File: src/rtl/graph_depth_first_traversal_macros.svh
// ----------------------------------------------------------------------------
// Assertion macros for the graph traversal block
// Shorthand for clocked assertions on clk, disabled during rst.
// ----------------------------------------------------------------------------
`ifndef GRAPH_DEPTH_FIRST_TRAVERSAL_MACROS_SVH
`define GRAPH_DEPTH_FIRST_TRAVERSAL_MACROS_SVH

// condition holds at every clock edge out of reset
`define GDFT_ASSERT_ALWAYS(label, cond, msg) \
  label: assert property (@(posedge clk) disable iff (rst) (cond)) else $error(msg);

// consequent holds in the same cycle as the antecedent
`define GDFT_ASSERT_IMPLY(label, ante, cons, msg) \
  label: assert property (@(posedge clk) disable iff (rst) (ante) |-> (cons)) \
    else $error(msg);

`endif

File: src/rtl/gdft_pkg.sv
// ----------------------------------------------------------------------------
// gdft_pkg
// Shared types, codes and defaults for the depth-first graph traversal block.
// ----------------------------------------------------------------------------
package gdft_pkg;

  localparam int MAX_VERTICES_DEF = 64;
  localparam int MAX_DEGREE_DEF   = 8;

  localparam int FIELD_VW  = 6;  // vertex field width on the ports
  localparam int CFG_W     = 7;  // vertex_count register width
  localparam logic [CFG_W-1:0] VERTEX_COUNT_RST = 7'd64;

  localparam logic FUNC_EDGE     = 1'b0;
  localparam logic FUNC_TRAVERSE = 1'b1;

  typedef enum logic [1:0] {
    KIND_ADDED = 2'd0,
    KIND_FULL  = 2'd1,
    KIND_RANGE = 2'd2,
    KIND_VISIT = 2'd3
  } kind_t;

  typedef enum logic [3:0] {
    ST_INIT,
    ST_IDLE,
    ST_E_RDA,
    ST_E_RDB,
    ST_E_CHK,
    ST_E_WR2,
    ST_CLR,
    ST_SCAN,
    ST_SCAN_CHK,
    ST_NB_REQ,
    ST_NB_CHK,
    ST_VIS_CHK,
    ST_POP_WAIT
  } state_t;

  typedef struct packed {
    logic                func;
    logic [FIELD_VW-1:0] first_vertex;
    logic [FIELD_VW-1:0] second_vertex;
  } cmd_t;

  typedef struct packed {
    kind_t               kind;
    logic [FIELD_VW-1:0] vertex;
    logic                last;
  } result_t;

  // event from the sequencer to the result stage
  typedef struct packed {
    logic                valid;
    logic                flush;  // traversal finished, release held visit as last
    kind_t               kind;
    logic [FIELD_VW-1:0] vertex;
  } ev_t;

endpackage

File: src/rtl/gdft_ram.sv
// ----------------------------------------------------------------------------
// gdft_ram
// Generic single-write, single-read RAM with registered read data.
// ----------------------------------------------------------------------------
module gdft_ram #(
  parameter int W  = 8,
  parameter int D  = 64,
  parameter int AW = (D > 1) ? $clog2(D) : 1
) (
  input  logic          clk,
  input  logic          we,
  input  logic [AW-1:0] waddr,
  input  logic [W-1:0]  wdata,
  input  logic [AW-1:0] raddr,
  output logic [W-1:0]  rdata
);

  logic [W-1:0] mem [D];

  always_ff @(posedge clk) begin
    if (we) begin
      mem[waddr] <= wdata;
    end
    rdata <= mem[raddr];
  end

endmodule

File: src/rtl/gdft_seq.sv
// ----------------------------------------------------------------------------
// gdft_seq
// Sequencer: edge insertion and the stack-based depth-first walk over the
// neighbour, degree, visited and stack memories.
// ----------------------------------------------------------------------------
`include "graph_depth_first_traversal_macros.svh"

module gdft_seq #(
  parameter int MAX_VERTICES = gdft_pkg::MAX_VERTICES_DEF,
  parameter int MAX_DEGREE   = gdft_pkg::MAX_DEGREE_DEF,
  parameter int NW           = $clog2(MAX_VERTICES + 1)
) (
  input  logic           clk,
  input  logic           rst,
  input  logic           start,
  input  gdft_pkg::cmd_t cmd,
  input  logic [NW-1:0]  active_n,
  output logic           busy,
  output gdft_pkg::ev_t  ev
);
  import gdft_pkg::*;

  localparam int VW = $clog2(MAX_VERTICES);
  localparam int DW = $clog2(MAX_DEGREE + 1);
  localparam int IW = (MAX_DEGREE > 1) ? $clog2(MAX_DEGREE) : 1;
  localparam int SW = VW + 2 * DW;

  state_t        state, state_next;
  logic [NW-1:0] scan, scan_next;
  logic [NW-1:0] sp, sp_next;
  logic [VW-1:0] ea, ea_next, eb, eb_next, wv, wv_next;
  logic [DW-1:0] da, da_next, db, db_next;
  logic [VW-1:0] top_v, top_v_next;
  logic [DW-1:0] top_i, top_i_next, top_d, top_d_next;

  // memory ports
  logic [VW-1:0]    vaddr;
  logic             vis_we, vis_wdata, vis_rdata;
  logic [VW-1:0]    vis_waddr;
  logic             deg_we;
  logic [VW-1:0]    deg_waddr;
  logic [DW-1:0]    deg_wdata, deg_rdata;
  logic             nbr_we;
  logic [VW+IW-1:0] nbr_waddr, nbr_raddr;
  logic [VW-1:0]    nbr_wdata, nbr_rdata;
  logic             stk_we;
  logic [VW-1:0]    stk_waddr, stk_raddr;
  logic [SW-1:0]    stk_wdata, stk_rdata;

  gdft_ram #(.W(1), .D(MAX_VERTICES)) u_vis (
    .clk(clk), .we(vis_we), .waddr(vis_waddr), .wdata(vis_wdata),
    .raddr(vaddr), .rdata(vis_rdata)
  );

  gdft_ram #(.W(DW), .D(MAX_VERTICES)) u_deg (
    .clk(clk), .we(deg_we), .waddr(deg_waddr), .wdata(deg_wdata),
    .raddr(vaddr), .rdata(deg_rdata)
  );

  gdft_ram #(.W(VW), .D(MAX_VERTICES * (2 ** IW))) u_nbr (
    .clk(clk), .we(nbr_we), .waddr(nbr_waddr), .wdata(nbr_wdata),
    .raddr(nbr_raddr), .rdata(nbr_rdata)
  );

  gdft_ram #(.W(SW), .D(MAX_VERTICES)) u_stk (
    .clk(clk), .we(stk_we), .waddr(stk_waddr), .wdata(stk_wdata),
    .raddr(stk_raddr), .rdata(stk_rdata)
  );

  always_ff @(posedge clk) begin
    if (rst) begin
      state <= ST_INIT;
      scan  <= '0;
      sp    <= '0;
    end else begin
      state <= state_next;
      scan  <= scan_next;
      sp    <= sp_next;
    end
  end

  always_ff @(posedge clk) begin
    ea    <= ea_next;
    eb    <= eb_next;
    wv    <= wv_next;
    da    <= da_next;
    db    <= db_next;
    top_v <= top_v_next;
    top_i <= top_i_next;
    top_d <= top_d_next;
  end

  assign busy = (state != ST_IDLE);

  always_comb begin
    state_next = state;
    scan_next  = scan;
    sp_next    = sp;
    ea_next    = ea;
    eb_next    = eb;
    wv_next    = wv;
    da_next    = da;
    db_next    = db;
    top_v_next = top_v;
    top_i_next = top_i;
    top_d_next = top_d;

    ev        = '0;
    ev.kind   = KIND_ADDED;
    vaddr     = scan[VW-1:0];
    vis_we    = 1'b0;
    vis_waddr = scan[VW-1:0];
    vis_wdata = 1'b0;
    deg_we    = 1'b0;
    deg_waddr = scan[VW-1:0];
    deg_wdata = '0;
    nbr_we    = 1'b0;
    nbr_waddr = {ea, da[IW-1:0]};
    nbr_wdata = eb;
    nbr_raddr = {top_v, top_i[IW-1:0]};
    stk_we    = 1'b0;
    stk_waddr = VW'(sp - NW'(1));
    stk_wdata = {top_v, top_i, top_d};
    stk_raddr = VW'(sp - NW'(2));

    case (state)
      ST_INIT: begin
        // clear every degree counter once after reset
        deg_we = 1'b1;
        if (scan == NW'(MAX_VERTICES - 1)) begin
          scan_next  = '0;
          state_next = ST_IDLE;
        end else begin
          scan_next = scan + 1'b1;
        end
      end
      ST_IDLE: begin
        if (start) begin
          if (cmd.func == FUNC_TRAVERSE) begin
            scan_next  = '0;
            state_next = ST_CLR;
          end else if (int'(cmd.first_vertex) >= int'(active_n) ||
                       int'(cmd.second_vertex) >= int'(active_n)) begin
            ev.valid = 1'b1;
            ev.kind  = KIND_RANGE;
          end else begin
            ea_next    = VW'(cmd.first_vertex);
            eb_next    = VW'(cmd.second_vertex);
            state_next = ST_E_RDA;
          end
        end
      end
      ST_E_RDA: begin
        vaddr      = ea;
        state_next = ST_E_RDB;
      end
      ST_E_RDB: begin
        vaddr      = eb;
        da_next    = deg_rdata;
        state_next = ST_E_CHK;
      end
      ST_E_CHK: begin
        // self loop needs two free slots in the one list
        if ((ea == eb) ? (int'(da) + 2 > MAX_DEGREE)
                       : (int'(da) >= MAX_DEGREE || int'(deg_rdata) >= MAX_DEGREE)) begin
          ev.valid   = 1'b1;
          ev.kind    = KIND_FULL;
          state_next = ST_IDLE;
        end else begin
          nbr_we     = 1'b1;
          deg_we     = 1'b1;
          deg_waddr  = ea;
          deg_wdata  = da + 1'b1;
          db_next    = (ea == eb) ? da + 1'b1 : deg_rdata;
          state_next = ST_E_WR2;
        end
      end
      ST_E_WR2: begin
        nbr_we     = 1'b1;
        nbr_waddr  = {eb, db[IW-1:0]};
        nbr_wdata  = ea;
        deg_we     = 1'b1;
        deg_waddr  = eb;
        deg_wdata  = db + 1'b1;
        ev.valid   = 1'b1;
        ev.kind    = KIND_ADDED;
        state_next = ST_IDLE;
      end
      ST_CLR: begin
        if (scan >= active_n) begin
          scan_next  = '0;
          state_next = ST_SCAN;
        end else begin
          vis_we    = 1'b1;
          scan_next = scan + 1'b1;
        end
      end
      ST_SCAN: begin
        if (scan >= active_n) begin
          ev.flush   = 1'b1;
          state_next = ST_IDLE;
        end else begin
          state_next = ST_SCAN_CHK;
        end
      end
      ST_SCAN_CHK: begin
        scan_next = scan + 1'b1;
        if (vis_rdata) begin
          state_next = ST_SCAN;
        end else begin
          vis_we     = 1'b1;
          vis_wdata  = 1'b1;
          top_v_next = scan[VW-1:0];
          top_i_next = '0;
          top_d_next = deg_rdata;
          sp_next    = NW'(1);
          ev.valid   = 1'b1;
          ev.kind    = KIND_VISIT;
          ev.vertex  = FIELD_VW'(scan[VW-1:0]);
          state_next = ST_NB_REQ;
        end
      end
      ST_NB_REQ: begin
        if (top_i < top_d) begin
          top_i_next = top_i + 1'b1;
          state_next = ST_NB_CHK;
        end else if (sp == NW'(1)) begin
          sp_next    = '0;
          state_next = ST_SCAN;
        end else begin
          // pop: the entry below the top comes back from the stack memory
          sp_next    = sp - 1'b1;
          state_next = ST_POP_WAIT;
        end
      end
      ST_NB_CHK: begin
        wv_next = nbr_rdata;
        vaddr   = nbr_rdata;
        if (int'(nbr_rdata) >= int'(active_n)) begin
          state_next = ST_NB_REQ;
        end else begin
          state_next = ST_VIS_CHK;
        end
      end
      ST_VIS_CHK: begin
        state_next = ST_NB_REQ;
        if (!vis_rdata) begin
          vis_we     = 1'b1;
          vis_waddr  = wv;
          vis_wdata  = 1'b1;
          stk_we     = 1'b1;
          top_v_next = wv;
          top_i_next = '0;
          top_d_next = deg_rdata;
          sp_next    = sp + 1'b1;
          ev.valid   = 1'b1;
          ev.kind    = KIND_VISIT;
          ev.vertex  = FIELD_VW'(wv);
        end
      end
      ST_POP_WAIT: begin
        {top_v_next, top_i_next, top_d_next} = stk_rdata;
        state_next = ST_NB_REQ;
      end
      default: begin
        state_next = ST_IDLE;
      end
    endcase
  end

  `GDFT_ASSERT_ALWAYS(a_sp_bound, int'(sp) <= MAX_VERTICES, "stack pointer past depth")
  `GDFT_ASSERT_IMPLY(a_walk_has_top, state == ST_NB_REQ || state == ST_NB_CHK || state == ST_VIS_CHK || state == ST_POP_WAIT, sp != '0, "walk state with empty stack")
  `GDFT_ASSERT_IMPLY(a_deg_bound, deg_we, int'(deg_wdata) <= MAX_DEGREE, "degree over list capacity")

endmodule

File: src/rtl/gdft_out.sv
// ----------------------------------------------------------------------------
// gdft_out
// Result stage: registers results and holds back one visit so that the
// final visit of a traversal can carry the last flag.
// ----------------------------------------------------------------------------
`include "graph_depth_first_traversal_macros.svh"

module gdft_out (
  input  logic              clk,
  input  logic              rst,
  input  gdft_pkg::ev_t     ev,
  output logic              done,
  output gdft_pkg::result_t result
);
  import gdft_pkg::*;

  logic                done_next;
  result_t             result_next;
  logic                pend_valid, pend_valid_next;
  logic [FIELD_VW-1:0] pend_v, pend_v_next;

  always_comb begin
    done_next       = 1'b0;
    result_next     = result;
    pend_valid_next = pend_valid;
    pend_v_next     = pend_v;
    if (ev.valid) begin
      if (ev.kind == KIND_VISIT) begin
        // a new visit releases the held one, not last
        if (pend_valid) begin
          done_next   = 1'b1;
          result_next = '{kind: KIND_VISIT, vertex: pend_v, last: 1'b0};
        end
        pend_valid_next = 1'b1;
        pend_v_next     = ev.vertex;
      end else begin
        done_next   = 1'b1;
        result_next = '{kind: ev.kind, vertex: '0, last: 1'b1};
      end
    end
    if (ev.flush) begin
      pend_valid_next = 1'b0;
      if (pend_valid) begin
        done_next   = 1'b1;
        result_next = '{kind: KIND_VISIT, vertex: pend_v, last: 1'b1};
      end
    end
  end

  always_ff @(posedge clk) begin
    if (rst) begin
      done       <= 1'b0;
      pend_valid <= 1'b0;
    end else begin
      done       <= done_next;
      pend_valid <= pend_valid_next;
    end
  end

  always_ff @(posedge clk) begin
    result <= result_next;
    pend_v <= pend_v_next;
  end

  `GDFT_ASSERT_IMPLY(a_edge_no_pend, ev.valid && ev.kind != KIND_VISIT, !pend_valid, "edge item while a visit is held")

endmodule

File: src/rtl/graph_depth_first_traversal.sv
// Edge item: range check in idle, then degree reads and check; if added, both lists written.
// Traversal item: clears n visited marks, checks each scanned vertex and ends on a scan, and
//   checks each neighbor entry and pops the stack, all through registered-read memories.
// Results are registered the cycle after the step that makes them, at most one a cycle; the
//   receiver cannot stall. Each visit is held until the next visit or the end of the walk.
// After rst all MAX_VERTICES degree entries are swept, one entry a cycle, busy high.
// ----------------------------------------------------------------------------
// graph_depth_first_traversal
// Undirected graph store with an iterative depth-first traversal engine.
// ----------------------------------------------------------------------------
module graph_depth_first_traversal #(
  parameter int MAX_VERTICES = gdft_pkg::MAX_VERTICES_DEF,
  parameter int MAX_DEGREE   = gdft_pkg::MAX_DEGREE_DEF
) (
  input  logic                           clk,
  input  logic                           rst,
  input  logic                           start,
  output logic                           busy,
  input  gdft_pkg::cmd_t                 cmd,
  output logic                           done,
  output gdft_pkg::result_t              result,
  input  logic                           cfg_we,
  input  logic [gdft_pkg::CFG_W-1:0]     cfg_data
);
  import gdft_pkg::*;

  localparam int NW = $clog2(MAX_VERTICES + 1);

  logic [CFG_W-1:0] vertex_count;
  logic [NW-1:0]    active_n;
  ev_t              ev;

  always_ff @(posedge clk) begin
    if (rst) begin
      vertex_count <= VERTEX_COUNT_RST;
    end else if (cfg_we) begin
      vertex_count <= cfg_data;
    end
  end

  // counts above the vertex capacity act as the capacity
  assign active_n = (int'(vertex_count) > MAX_VERTICES) ? NW'(MAX_VERTICES)
                                                        : NW'(vertex_count);

  gdft_seq #(
    .MAX_VERTICES(MAX_VERTICES),
    .MAX_DEGREE  (MAX_DEGREE),
    .NW          (NW)
  ) u_seq (
    .clk     (clk),
    .rst     (rst),
    .start   (start),
    .cmd     (cmd),
    .active_n(active_n),
    .busy    (busy),
    .ev      (ev)
  );

  gdft_out u_out (
    .clk   (clk),
    .rst   (rst),
    .ev    (ev),
    .done  (done),
    .result(result)
  );

endmodule

File: config.mk
export PLATFORM = sky130hd
export DESIGN_NAME = graph_depth_first_traversal
export DESIGN_NICKNAME = d
export VERILOG_FILES = /design/src/rtl/gdft_pkg.sv /design/src/rtl/gdft_ram.sv /design/src/rtl/gdft_seq.sv /design/src/rtl/gdft_out.sv /design/src/rtl/graph_depth_first_traversal.sv
export VERILOG_INCLUDE_DIRS = /design/src /design/src/rtl
export SDC_FILE = /design/constraint.sdc
export NUM_CORES = 2
export LEC_CHECK = 0
export ABC_AREA = 0
export BUFFER_PORTS_ARGS = -buffer_cell sky130_fd_sc_hd__buf_2
export CORE_AREA = 2 2 664 666
export DETAILED_ROUTE_END_ITERATION = 6
export DIE_AREA = 0 0 666 668
export HOLD_SLACK_MARGIN = 0.08
export PLACE_DENSITY = 0.62
export SYNTH_ARGS = -nofsm -noshare
export SYNTH_HDL_FRONTEND = slang
export SYNTH_MEMORY_MAX_BITS = 65536
export SYNTH_SLANG_ARGS = --single-unit
export TNS_END_PERCENT = 30
File: constraint.sdc
create_clock -name clk -period 57.1 [get_ports clk]
set_input_delay 5.71 -clock clk [delete_from_list [all_inputs] [get_ports clk]]
set_output_delay 5.71 -clock clk [all_outputs]
set_load 0.03 [all_outputs]
Yosys cells after proc, flatten, opt, wreduce, memory -nomap -nowiden
Memory sizes are Yosys's and may differ from the RTL's. A register that Yosys moved wholly into a read port is not among the register bits.
Cells that the tools add are included.
{ "op_classes": {"n_addsub": 8, "mux": 83, "eq_ne": 27, "n_reduce_logical": 21, "n_lt_le_gt_ge": 9, "n_bitwise": 3} }
{ "ops": {"columns": ["cell", "n"], "rows": [
  ["7-bit 2-to-1 mux", 9],
  ["4-bit 2-to-1 mux", 14],
  ["9-bit 2-to-1 mux", 6],
  ["4-bit one-hot mux with 11 select lines", 1],
  ["6-bit 2-to-1 mux", 6],
  ["6-bit one-hot mux with 3 select lines", 2],
  ["32-bit by 5-bit > comparator with 1-bit output, second input constant", 1],
  ["7-bit one-hot mux with 4 select lines", 1],
  ["1-bit 2-to-1 mux", 26],
  ["6-bit one-hot mux with 2 select lines", 2],
  ["6-bit by 7-bit >= comparator with 1-bit output", 3],
  ["7-bit one-hot mux with 3 select lines", 1],
  ["4-bit == test, second input constant", 5],
  ["4-bit by 3-bit == test with 1-bit output, second input constant", 4],
  ["8-bit 2-to-1 mux", 2],
  ["4-bit one-hot mux with 2 select lines", 2],
  ["7-bit by 1-bit adder with 7-bit output, second input constant", 2],
  ["4-bit by 1-bit adder with 4-bit output, second input constant", 3],
  ["2-bit inequality test, second input constant", 6],
  ["4-bit one-hot mux with 3 select lines", 1],
  ["4-bit AND reduction", 3],
  ["3-bit AND reduction", 3],
  ["3-bit nonzero test", 3],
  ["4-bit by 2-bit == test with 1-bit output, second input constant", 2],
  ["27 further kinds", 43]
]} }
{ "word_totals": {"ramBits": 4288, "out_inout_bits": 11, "ff_bits": 82, "n_memories": 4} }
{ "memory_table": {"columns": ["name", "words", "width", "rd", "rd_ports_with_merged_regs", "write_ports", "line_no", "text"], "rows": [
  ["u_seq.u_nbr.mem", 512, 6, 1, 1, 1, "gdft_ram.sv:18", "logic [W-1:0] mem [D];"],
  ["u_seq.u_stk.mem", 64, 14, 1, 1, 1, "gdft_ram.sv:18", null],
  ["u_seq.u_deg.mem", 64, 4, 1, 1, 1, "gdft_ram.sv:18", null],
  ["u_seq.u_vis.mem", 64, 1, 1, 1, 1, "gdft_ram.sv:18", null]
]} }

Longest topological paths before layout
{ "depth": {"depth_word": 13, "ltp_mapped": 14, "depth_no_buf": 10} }

By module
From an unflattened synthesis, not the netlist that was laid out.
{ "unflattened": {"cells_unflattened": 9169, "hier_area_um2": 176127.7} }
{ "modules_own_cells": {"columns": ["mod", "seq_area_each_um2", "area_per_inst_um2", "cells_per_inst", "n_inst"], "rows": [
  ["gdft_ram at u_seq.u_nbr", 92368.6, 122457.4, 6231, 1],
  ["gdft_ram at u_seq.u_stk", 27186.1, 34878.5, 1571, 1],
  ["gdft_ram at u_seq.u_deg", 7767.4, 10342.4, 531, 1],
  ["gdft_seq", 1561.5, 4556.9, 548, 1],
  ["gdft_ram at u_seq.u_vis", 1941.9, 2914.0, 204, 1],
  ["gdft_out", 400.4, 678.2, 55, 1],
  ["graph_depth_first_traversal", 140.1, 300.3, 29, 1]
]} }

Least setup slack after synthesis
OpenSTA, ideal clock, no wires.
{ "synth_path": {"path_kind": "register to register", "start": "register u_seq.state[3]", "end": "memory u_seq.u_nbr.mem[0][3] in the netlist's numbering (data pin)", "stages_incl_launch_ff": 8, "required_time_ns": 52.929, "arrival_time_ns": 21.103, "path_slack_ns": 31.826, "path_buffers": 3, "path_cell_list": "dfxtp_1 buf_2 clkinv_1 nand2_1 nor2_1 clkbuf_1 clkbuf_1 o21ai_0"} }
{ "synth_between": {"elab_chain_cells": 2} }
{ "synth_rtl": {"columns": ["element", "line_no", "text"], "rows": [
  ["from (decl)", "gdft_seq.sv:28", "state_t state, state_next;"],
  ["from (signal assigned)", "gdft_seq.sv:76", "state <= state_next;"],
  ["4-bit by 3-bit == test with 1-bit output", "gdft_seq.sv:126", "case (state)"],
  ["6-bit 2-to-1 mux", "gdft_seq.sv:126", null],
  ["net u_seq.nbr_wdata[3]", "gdft_seq.sv:45", "logic [VW-1:0] nbr_wdata, nbr_rdata;"],
  ["to (decl)", "gdft_ram.sv:18", null]
]} }
The timed path passes the listed nets, and every way through them passes these cells.

Worst setup path in the final report
{ "layout_path": {"start": "register u_seq.state[1]", "end": "output port busy"} }
{ "layout_between": {"elab_chain_cells": 1} }
{ "layout_rtl": {"columns": ["element", "line_no", "text"], "rows": [
  ["4-bit by 1-bit inequality test with 1-bit output", "gdft_seq.sv:93", "assign busy = (state != ST_IDLE);"],
  ["to (decl)", "graph_depth_first_traversal.sv:18", "output logic busy,"]
]} }
Every way passes these cells.

==> impl_metrics.tcl <==
set metrics [dict create \
    status "finished clean" \
    start_util_pct 39.9 \
    routed_via_density 5.86 \
    worstHoldPathCells 0 \
    skew_ns 0.132 \
    r2r_cells 12 \
    n_fill_cell 37000 \
    cts-resized-gates 0 \
    grt_first_pass_wirelength_um 643000 \
    holdBufCountCts 0 \
    dp_hpwl_um 264000 \
    finalSetupViolCount 0 \
    synth_common_cells "edfxtp_1, nor2_1, mux4_2" \
    critPathKind "reg -> out" \
    htree_levels 5 \
    yosys_warnings 0 \
    ant_nets 0 \
    setup_tns_ns 0 \
    syn_avg_cell_area_um2 18.5 \
    required_ns 51.39 \
    drtIter0Drc 11900 \
    via_count 91600 \
    ff2ff_setup_slack_ns 50.69 \
    rows 243 \
    insertion_delay_ns 1.02 \
    grt_max_degree 227 \
    regToRegStartpoint "u_seq.top_i[0]$_DFFE_PP_" \
    hold_end "u_seq.da[0]$_DFFE_PP_" \
    max_freq_mhz 119 \
    post_synth_main_area_contributors "edfxtp_1, mux4_2, mux2i_1" \
    drtPass1Iterations 6 \
    ys_async_sr_fraction_pct 0 \
    hold_start "u_seq.u_deg.rdata[0]$_DFF_P_" \
    synth-edff-count 4334 \
    critPathArrivalTime_ns 2.68 \
    port_buffers 34 \
    synth.most_common_cell "edfxtp_1" \
    netlist_instances 9406 \
    worstMarginPinSlew_ns 1.37 \
    hold_viol_final 0 \
    drive_gt1_share_pct 17.9 \
    cts_buffers 425 \
    r2r_end "u_seq.u_nbr.rdata[5]$_DFF_P_" \
    die_x_um 666 \
    post-route-min-period_ns 8.39 \
    drv_slew 0 \
    route.detailed.drc 0 \
    finalPower_w 0.00631 \
    synth_top_cell_area_share_pct 74.7 \
    gp_congestion 0.868 \
    vdd_drop_max_mv 0.0331 \
    yosys.area.top_type "edfxtp_1" \
    pin_count 35 \
    postCtsSetupBuffers 0 \
    grt_overflow 0 \
    globalRouteTotalUtil_pct 19.5 \
    path_clk_slew_ns 0.06 \
    coreArea_um2 437000 \
    crit_fanout 21 \
    seq_area_frac_synth_pct 75.4 \
    synth_nets 9469 \
    fp.dieArea_um2 445000 \
    start_kind "flip-flop" \
    dieHeight_um 668 \
    grt_pass1_vias 91200 \
    p_leak_nw 60.6 \
    cts_root_buf "clkbuf_16" \
    cts_tree "yes" \
    wl_um 444000 \
    synth_seq_cells 4395 \
    cts.sinks 4395 \
    setup.worst_path.end_class "output port" \
    netlist_area_um2 174000 \
    synth.distinct_cells 90 \
    ys.flop_type "edfxtp_1" \
    syn2layout_area_growth_pct 11.8 \
    min_path_type "reg -> reg" \
    clockBufferDepth 4 \
    slew_headroom_pct 8.38 \
    drv_cap 0 \
    grt_setup_unrepaired "no" \
    period_share_pct 14.7 \
    power_density_nw_per_um2 32.3 \
    nNetsFinal 9581 \
    wl_per_cell_um 28.4 \
    antenna_found_initial 16 \
]
## per-stage QoR
step | worst slack [ns] | cell area, um^2 | utilization (%) | hold slack, ns | std cells
6_report | 48.71 | 195000 | 44.6 | 0.465 | 15600
3_5_place_dp | 48.44 | 181000 | 41.5 | 0.426 | 14800
3_3_place_gp | 48.50 | 181000 | 41.5 | 0.437 | 14800
4_1_cts | 48.71 | 195000 | 44.6 | 0.448 | 15600
2_1_floorplan | 31.83 | 174000 | - | 0.408 | 9406
5_1_grt | 48.58 | 195000 | 44.6 | 0.465 | 15600
## registers in the layout, indices dropped and copies added, names as in the netlist, 6 cells and up
name and cells:
u_out.pend_v 6, u_out.result 9, u_seq.ea 6, u_seq.eb 6, u_seq.scan 7, u_seq.sp 7
u_seq.top_v 6, u_seq.u_deg.mem 256, u_seq.u_nbr.mem 3072, u_seq.u_nbr.rdata 6, u_seq.u_stk.mem 896, u_seq.u_stk.rdata 14
u_seq.u_vis.mem 64, u_seq.wv 6, vertex_count 7
## cells by family after synthesis
group,after synthesis,share of synthesized area [%]
simple gates,1986,4.93
flops,4395,75.4
xor+xnor,24,0.121
fa+ha+maj,39,0.280
mux,1418,13.9
buf+inv,607,1.69
compound gates,937,3.76
## worst max-delay path by stage
stage	startpoint	end
finish	u_seq.state[1]$_SDFFE_PP0P_	busy
global route	u_seq.state[1]$_SDFFE_PP0P_	busy
CTS	u_seq.state[1]$_SDFFE_PP0P_	busy
detailed placement	cmd[0]	u_seq.ea[1]$_DFFE_PP_
global placement	cmd[6]	u_seq.ea[0]$_DFFE_PP_
floorplan	u_seq.state[3]$_SDFFE_PP0P_	u_seq.u_nbr.mem[0][3]$_DFFE_PP_
## per-layer routing
metal / track usage, % / vias to the layer above / share of wire [%] / wire (um)
met4: 6.31 / 2 / 3.4 / 15300
met1: 27.3 / 48000 / 41 / 181000
met5: 0 / - / 0.0029 / 13
li1: - / 38400 / - / -
met2: 31.2 / 4368 / 47 / 210000
met3: 3.34 / 792 / 8.5 / 37700
## power by group
part	switching [W]	total (W)	internal (W)
Sequential	0.00000376	0.00350	0.00349
Combinational	0.0000289	0.0000403	0.0000114
Clock	0.00120	0.00277	0.00157
Total	0.00124	0.00631	0.00507
## cell type report
class                   instances  area [um^2]  share of cell area [%]
well taps                    5757         7200                    3.69
flip-flops and latches       4395       131000                    67.4
diodes                          7         17.5                 0.00899
multi-input cells            4404        40500                    20.8
clock inverters               264         2570                    1.32
repair buffers                262         2070                    1.06
inverters                      30          120                  0.0616
clock buffers                 518        11100                    5.70
## cell usage in the layout, fill, tap and decap left out, drive strengths merged, types with 24 or more instances in the layout
master     n
a211oi    52
a21oi    176
a31oi     37
a32oi     24
and2      32
buf      261
bufinv    40
clkbuf   518
clkinv   195
dfxtp     61
edfxtp  4334
ha        39
inv       45
mux2i    603
mux4     794
nand2    532
nand3    167
nand4     41
nor2     889
nor2b     34
nor3     155
nor4      41
o21ai    102
o221ai   191
o22ai    169
## worst max-delay path, cell delays in order (launching register included)
cell and delay (ns):
dfxtp_1 0.50, nor2_1 0.54, nand2_1 0.16, nor2_1 0.20, inv_1 0.12, buf_2 0.19
(Power assumes the default switching activity.)
